--- config.mk ---
export PLATFORM = sky130hd
export DESIGN_NAME = xbc_half_round
export DESIGN_NICKNAME = d
export VERILOG_FILES = /design/src/rtl/core/xbc_pkg.sv /design/src/rtl/core/xbc_half_round.sv
export SDC_FILE = /design/constraint.sdc
export NUM_CORES = 1
export LEC_CHECK = 0
export BUFFER_PORTS_ARGS = -buffer_cell sky130_fd_sc_hd__buf_2
export CORE_UTILIZATION = 40
export DETAILED_ROUTE_END_ITERATION = 12
export GPL_TIMING_DRIVEN = 0
export PLACE_DENSITY = 0.77
export SYNTH_ARGS = -nofsm -noshare
export SYNTH_HDL_FRONTEND = slang
export SYNTH_SLANG_ARGS = --single-unit
--- constraint.sdc ---
create_clock -name clk -period 7.2 [get_ports clk]
set_input_delay 0.72 -clock clk [delete_from_list [all_inputs] [get_ports clk]]
set_output_delay 0.72 -clock clk [all_outputs]
set_load 0.1 [all_outputs]
--- src/rtl/core/xbc_pkg.sv ---
// Shared types, constants and the mixing function for the XTEA cipher pipeline.
`timescale 1ns / 1ps

package xbc_pkg;

  // Word and key geometry.
  localparam int WORD_W    = 32;
  localparam int NUM_KEYS  = 4;
  localparam int KEY_IDX_W = 2;
  localparam int CFG_IDX_W = 8;

  // Round constant of the key schedule.
  localparam logic [WORD_W-1:0] DELTA = 32'h9E3779B9;

  // Command codes.
  localparam logic CMD_ENCRYPT = 1'b0;
  localparam logic CMD_DECRYPT = 1'b1;

  // Highest configuration index that holds a key word.
  localparam logic [CFG_IDX_W-1:0] LAST_KEY_IDX = 8'd3;

  typedef logic [NUM_KEYS-1:0][WORD_W-1:0] key_t;

  // Payload that travels down the pipeline.
  typedef struct packed {
    logic              cmd;
    logic [WORD_W-1:0] v0;
    logic [WORD_W-1:0] v1;
  } pay_t;

  // One pipeline slot: valid bit plus payload.
  typedef struct packed {
    logic valid;
    pay_t pay;
  } blk_t;

  // Feistel mixing term: ((v << 4) ^ (v >> 5)) + v.
  function automatic logic [WORD_W-1:0] mix(input logic [WORD_W-1:0] v);
    return ((v << 4) ^ (v >> 5)) + v;
  endfunction

endpackage

--- src/rtl/core/xbc_half_round.sv ---
// One registered half-round of XTEA, serving both encrypt and decrypt words.
`timescale 1ns / 1ps

module xbc_half_round #(
  parameter int ROUNDS = 32,
  parameter int STAGE  = 0
) (
  input  logic          clk,
  input  logic          rst_n,
  input  xbc_pkg::key_t key_i,
  input  xbc_pkg::blk_t blk_i,
  output xbc_pkg::blk_t blk_o
);
  import xbc_pkg::*;

  // DELTA additions made to the sum before this half, and the schedule sums at this point.
  localparam int                 H        = (STAGE + 1) / 2;
  localparam logic               EVEN     = ((STAGE % 2) == 0);
  localparam logic [WORD_W-1:0]  ENC_SUM  = 32'(DELTA * H);
  localparam logic [WORD_W-1:0]  DEC_SUM  = 32'(DELTA * (ROUNDS - H));
  localparam logic [KEY_IDX_W-1:0] ENC_KIDX = EVEN ? ENC_SUM[1:0] : ENC_SUM[12:11];
  localparam logic [KEY_IDX_W-1:0] DEC_KIDX = EVEN ? DEC_SUM[12:11] : DEC_SUM[1:0];

  logic              dec;
  logic              upd_v0;
  logic [WORD_W-1:0] src;
  logic [WORD_W-1:0] tgt;
  logic [WORD_W-1:0] sum;
  logic [WORD_W-1:0] key;
  logic [WORD_W-1:0] f;
  logic [WORD_W-1:0] res;
  logic              valid_r;
  pay_t              pay_r;
  pay_t              pay_nxt;

  // Encryption updates v0 on even halves; decryption runs the halves mirrored.
  always_comb begin
    dec    = (blk_i.pay.cmd == CMD_DECRYPT);
    upd_v0 = EVEN ? !dec : dec;
    src    = upd_v0 ? blk_i.pay.v1 : blk_i.pay.v0;
    tgt    = upd_v0 ? blk_i.pay.v0 : blk_i.pay.v1;
    sum    = dec ? DEC_SUM : ENC_SUM;
    key    = dec ? key_i[DEC_KIDX] : key_i[ENC_KIDX];
    f      = mix(src) ^ (sum + key);
    res    = dec ? (tgt - f) : (tgt + f);
  end

  // Place the new word back in its half of the block.
  always_comb begin
    pay_nxt     = blk_i.pay;
    if (upd_v0) begin
      pay_nxt.v0 = res;
    end else begin
      pay_nxt.v1 = res;
    end
  end

  // Valid bit is control state and resets.
  always_ff @(posedge clk) begin
    if (!rst_n) begin
      valid_r <= 1'b0;
    end else begin
      valid_r <= blk_i.valid;
    end
  end

  // Payload register.
  always_ff @(posedge clk) begin
    pay_r <= pay_nxt;
  end

  assign blk_o.valid = valid_r;
  assign blk_o.pay   = pay_r;

endmodule

==> flow_metrics.env, run 1 <==
export IMPL_outcome="finished, final reports clean"
export IMPL_ant_nets=0
export IMPL_cp_arrival_ns=7.20
export IMPL_cts_hold_buf=0
export IMPL_yosys_warnings=0
export IMPL_worstMarginPinSlew_ns=0.689
export IMPL_hp_class="in2reg"
export IMPL_critPathTopFamily="simple AND/OR/NAND/NOR gates"
export IMPL_core_um2=20400
export IMPL_syn_to_final_growth_pct=25.3
export IMPL_ys_seq_area_share_pct=15.7
export IMPL_slowest_stage="nor4_4"
export IMPL_slew_headroom_pct=53.6
export IMPL_vias=8805
export IMPL_maxCapViolCount=0
export IMPL_fin_util_pct=51.6
export IMPL_maxSlewViolCount=0
export IMPL_track_usage_pct=24.3
export IMPL_regArea_um2=1320
export IMPL_multi_input_area_um2=7020
export IMPL_hold_violations=0
export IMPL_fillers=1872
export IMPL_cts_buffers=9
export IMPL_setup_ws_ns=0.238
export IMPL_fmax_ghz=0.144
export IMPL_grt_pass1_vias=8256
export IMPL_setup_violations_final=0
export IMPL_period_share_pct=96.7
export IMPL_syn_num_nets=1325
export IMPL_power_leakage_nw=4.89
export IMPL_ys_async_sr_fraction_pct=0
export IMPL_place_gp_congestion=1.04
export IMPL_grt_overflow=0
export IMPL_ios=262
export IMPL_irDropWorstVdd_v=0.000224
export IMPL_portBuffers=197
export IMPL_die_area_um2=21600
export IMPL_die_h_um=147
export IMPL_cts_root_buf="clkbuf_16"
export IMPL_routed_wl_mm=27.1
export IMPL_path_clk_slew_ns=0.06
export IMPL_ys_seq_elements=66
export IMPL_grt_max_degree=19
export IMPL_ctsHtreeMaxLevel=3
export IMPL_synth_ff_type="dfxtp_1"
export IMPL_worstSetupPathDepth=29
export IMPL_antenna_found_initial=1
export IMPL_viasPerCell=5.68
export IMPL_cts_tree="done"
export IMPL_first_iter_violations=620
export IMPL_die_x_um=147
export IMPL_crit_path_max_fanout=18
export IMPL_start_util_pct=41.2
export IMPL_cts_path_max_buffers=2
export IMPL_hpwl_mm=21.7
export IMPL_synth_top_area_share_pct=15.7
export IMPL_synth_avg_cell_area_um2=8.04
export IMPL_crit_start="blk_i[64]"
export IMPL_synth_cells=1046
export IMPL_pre_cts_ws_ns=-2.58
export IMPL_path_class="in2reg"
export IMPL_num_rows=52
export IMPL_worstSetupEndpoint="blk_o[31]"
export IMPL_netlist_top_cells_area="dfxtp_1 16%, ha_1 12%, xnor2_1 11%"
export IMPL_cp_required_ns=7.44
export IMPL_period_minus_slack_ns=6.96
export IMPL_endpoint_kind="flip-flop"
export IMPL_crit_buf_inv=7
export IMPL_critPathLaunchType="primary input"
export IMPL_num_nets_final=1552
export IMPL_drive_above_1_share_pct=28.6
export IMPL_synth_common_cells="104 x xnor2_1, 93 x nand2_1, 81 x ha_1"
export IMPL_drc=0
export IMPL_powerDensity_nw_per_um2=475
export IMPL_cpPeakStageDelay_ns=0.40
export IMPL_synth_top_area_cell="dfxtp_1"
export IMPL_wl_per_cell_um=17.5
export IMPL_grt_pass1_wl_mm=41.7
export IMPL_cts_sinks=66
export IMPL_netlist_area_um2=8410
export IMPL_synth_edff_count=0
export IMPL_firstDrtPassIters=5
export IMPL_synth_most_common_cell="xnor2_1"
export IMPL_synth_distinct_cells=79
## final cells by class
| type | instances | area share [%] |
|---|---|---|
| Buffer | 32 | 2.33 |
| Sequential cell | 66 | 12.5 |
| Timing Repair Buffer | 216 | 10.8 |
| Tap cell | 270 | 3.21 |
| Clock inverter | 6 | 0.855 |
| Inverter | 39 | 1.39 |
| Antenna cell | 1 | 0.0237 |
| Clock buffer | 10 | 2.27 |
| Multi-Input combinational cell | 909 | 66.6 |
## how the worst min path moves through the flow
stage                     slack, ns  startpoint  cells after the start        end
after floorplan                0.75   blk_i[64]                      0  blk_o[64]
final                          0.57   blk_i[65]                      2    valid_r
after CTS                      0.57   blk_i[65]                      2    valid_r
after global routing           0.59   blk_i[64]                      1  blk_o[64]
after global placement         0.92   blk_i[65]                      2    valid_r
after detailed placement       0.93   blk_i[65]                      2    valid_r
## metal layers
metal	up-vias	track usage (%)	share of wire [%]
li1	4242	-	-
met1	4032	31.5	43
met2	462	39.7	45
met3	69	3.57	8.0
met4	0	11.2	3.4
met5	-	0	0
## report_power, final
group,total (mW),internal [mW],switching [mW]
sequential,0.590,0.552,0.0379
combinational,3.94,1.17,2.77
clock,0.482,0.313,0.169
## metrics by stage
stage | cell area (um^2) | power, mW | TNS [ns] | instances | hold WS (ns)
6_report | 10500 | 5.01 | 0 | 1549 | 0.573
5_1_grt | 10500 | 5.28 | -0.104 | 1549 | 0.587
4_1_cts | 10200 | 4.79 | 0 | 1529 | 0.573
3_5_place_dp | 9730 | 4.25 | -80.01 | 1513 | 0.929
3_3_place_gp | 9730 | 4.19 | -74.70 | 1513 | 0.920
2_1_floorplan | 8410 | 3.63 | 0 | 1046 | 0.748
## timing repair
action / 4_1_cts / 5_1_grt
setup buffers: 0 / 19
resized for setup: 45 / 47
pin swaps: 1 / 19
setup endpoints to repair: 48 / 24
## flip-flops by register name (all words and copies together) (netlist names)
signal	cells
blk_o	65
valid_r	1
## logic make-up after synthesis
family / share of synthesized area [%]
buf+inv: 3.30
compound gates: 24.5
fa+ha+maj: 12.5
xor+xnor: 17.5
flops: 15.7
simple gates: 17.0
mux: 9.45
## placed cells by master, fill, tap and decap left out, types with 4 or more instances in the layout
cell type	count
buf_2	197
xnor2_1	97
nand2_1	92
ha_1	80
o21ai_0	73
a21oi_1	70
dfxtp_1	66
mux2_2	57
xor2_1	51
nor2_1	48
a21o_1	42
inv_1	39
o21bai_1	28
buf_4	22
nor2b_1	22
nand3_1	21
a31oi_1	17
nand2b_1	16
clkbuf_1	13
nor3_1	13
mux2i_1	12
o21a_1	9
clkbuf_16	9
o211ai_1	8
xnor2_2	8
and2_1	7
or2_2	7
a21oi_2	6
nand4_1	6
and3_1	6
nor3_2	6
o31ai_1	5
buf_8	4
a211o_1	4
or3_1	4
xnor3_1	4
o21ai_1	4
and4_1	4
Note: power is estimated with default switching activity, not from simulation.
==> inputs of run 2 (changes only) <==
--- a/config.mk
+++ b/config.mk
@@ -8,7 +8,6 @@
 export BUFFER_PORTS_ARGS = -buffer_cell sky130_fd_sc_hd__buf_2
 export CORE_UTILIZATION = 40
 export DETAILED_ROUTE_END_ITERATION = 12
-export GPL_TIMING_DRIVEN = 0
 export PLACE_DENSITY = 0.77
 export SYNTH_ARGS = -nofsm -noshare
 export SYNTH_HDL_FRONTEND = slang
==> flow_metrics.env, run 2 (synthesized netlist as in run 1, its figures left out) <==
export IMPL_setup_ws_ns=0.612
export IMPL_die_h_um=147
export IMPL_placed_cell_area_um2=9870
export IMPL_ant_nets=0
export IMPL_track_usage_pct=21.4
export IMPL_cts_resized=0
export IMPL_outcome="finished, final reports clean"
export IMPL_irDropWorstVdd_v=0.000212
export IMPL_ios=262
export IMPL_drive_above_1_share_pct=26.0
export IMPL_slew_headroom_pct=64.4
export IMPL_grt_max_degree=43
export IMPL_grt_overflow=0
export IMPL_layout_common_cells="196 x buf_2, 104 x xnor2_1, 93 x nand2_1"
export IMPL_firstDrtPassIters=5
export IMPL_design_area_um2=10100
export IMPL_fillers=1963
export IMPL_critPathLaunchType="primary input"
export IMPL_fmax_ghz=0.152
export IMPL_path_clk_slew_ns=0.06
export IMPL_die_x_um=147
export IMPL_cp_required_ns=7.43
export IMPL_grt_pass1_wl_mm=37.6
export IMPL_worstMarginPinSlew_ns=0.531
export IMPL_endpoint_kind="flip-flop"
export IMPL_hpwl_mm=19.2
export IMPL_rsz0062_at_grt="no"
export IMPL_hold_violations=0
export IMPL_path_class="in2reg"
export IMPL_fin_util_pct=49.7
export IMPL_cts_root_buf="clkbuf_16"
export IMPL_antenna_found_initial=0
export IMPL_place_gp_congestion=0.926
export IMPL_regArea_um2=1320
export IMPL_drc=0
export IMPL_wl_met2_mm=9.95
export IMPL_cts_sinks=66
export IMPL_ctsHtreeMaxLevel=3
export IMPL_wl_met3_mm=1.37
export IMPL_highest_layer="met4"
export IMPL_vias=8203
export IMPL_num_rows=52
export IMPL_cts_hold_buf=0
export IMPL_start_util_pct=41.2
export IMPL_core_um2=20400
export IMPL_routed_wl_mm=23.1
export IMPL_cts_buffers=9
export IMPL_maxSlewViolCount=0
export IMPL_cts_tree="done"
export IMPL_pre_cts_ws_ns=0.361
export IMPL_maxCapViolCount=0
export IMPL_cts_setup_buffers=0
export IMPL_first_iter_violations=435
export IMPL_crit_path_max_fanout=42
export IMPL_hp_class="in2reg"
export IMPL_period_minus_slack_ns=6.59
export IMPL_power_leakage_nw=4.72
export IMPL_powerDensity_nw_per_um2=465
export IMPL_p_total_mw=4.71
export IMPL_wl_per_cell_um=15.1
export IMPL_die_area_um2=21600
export IMPL_final_common_cell="buf_2"
export IMPL_multi_input_area_um2=6810
export IMPL_num_nets_final=1534
export IMPL_portBuffers=197
export IMPL_cp_arrival_ns=6.82
export IMPL_setup_violations_final=0
export IMPL_wl_met1_mm=11.4
export IMPL_tns_ns=0
export IMPL_grt_pass1_vias=7716
export IMPL_largest_register_ffs=65
export IMPL_syn_to_final_growth_pct=20.6
export IMPL_viasPerCell=5.36
export IMPL_cts_path_max_buffers=2
export IMPL_period_share_pct=91.5
## run 2: changes by cell type in the layout (fill, tap and decap cells not counted), moves of 4 or more
| cell | delta |
|---|---|
| clkbuf_1 | -12 |
| xnor2_1 | +7 |
| a21oi_2 | -6 |
| xnor2_2 | -7 |
| buf_8 | -4 |
| buf_4 | +10 |
| a21oi_1 | +6 |
## run 2: routing by layer
metal / global-route usage, % / vias to the layer above
li1: - / 4203
met1: 30.4 / 3647
met2: 33.5 / 309
met3: 2.95 / 44
met4: 5.88 / 0
met5: 0 / -
## run 2: cell type report
class                           count  share of cell area [%]
Multi-Input combinational cell    909                    67.1
Sequential cell                    66                    13.0
Timing Repair Buffer              230                    12.3
Tap cell                          270                    3.33
Clock buffer                       11                    2.39
Inverter                           39                    1.44
Clock inverter                      5                   0.296
Antenna cell                        1                  0.0247
## run 2: critical path: stages
cell      delay (ns)
buf_6           0.27
inv_1           0.19
nand2_1         0.11
nand2_1         0.15
xnor2_1         0.17
ha_1            0.35
xnor2_1         0.29
mux2_2          0.37
or3b_2          0.54
nand3_1         0.18
nor3_1          0.08
nand2_1         0.16
nor2_1          0.07
nor2_1          0.12
xor2_1          0.19
ha_1            0.31
and4_1          0.24
a221oi_1        0.23
o21ai_0         0.12
a21o_1          0.21
a211oi_1        0.28
buf_4           0.17
a311oi_1        0.11
nor4_1          0.42
or3_1           0.23
a21oi_1         0.09
or2_1           0.26
a21o_1          0.18
## run 2: worst paths after layout
| check | start | endpoint | slack [ns] | cells past startpoint |
|---|---|---|---|---|
| min | blk_i[65] | valid_r | 0.58 | 2 |
| max | blk_i[64] | blk_o[31] | 0.61 | 28 |
## run 2: where the power goes
part	total, mW	internal [mW]	switching [mW]	leakage [nW]
combinational	3.72	1.08	2.64	4.04
sequential	0.589	0.551	0.0377	0.556
clock	0.405	0.240	0.164	0.131
## run 2: per-stage QoR
step                      hold slack (ns)  instances
after global placement              0.920       1514
after floorplan                     0.748       1046
after global routing                0.590       1530
after CTS                           0.575       1530
final                               0.584       1531
after detailed placement            0.923       1514
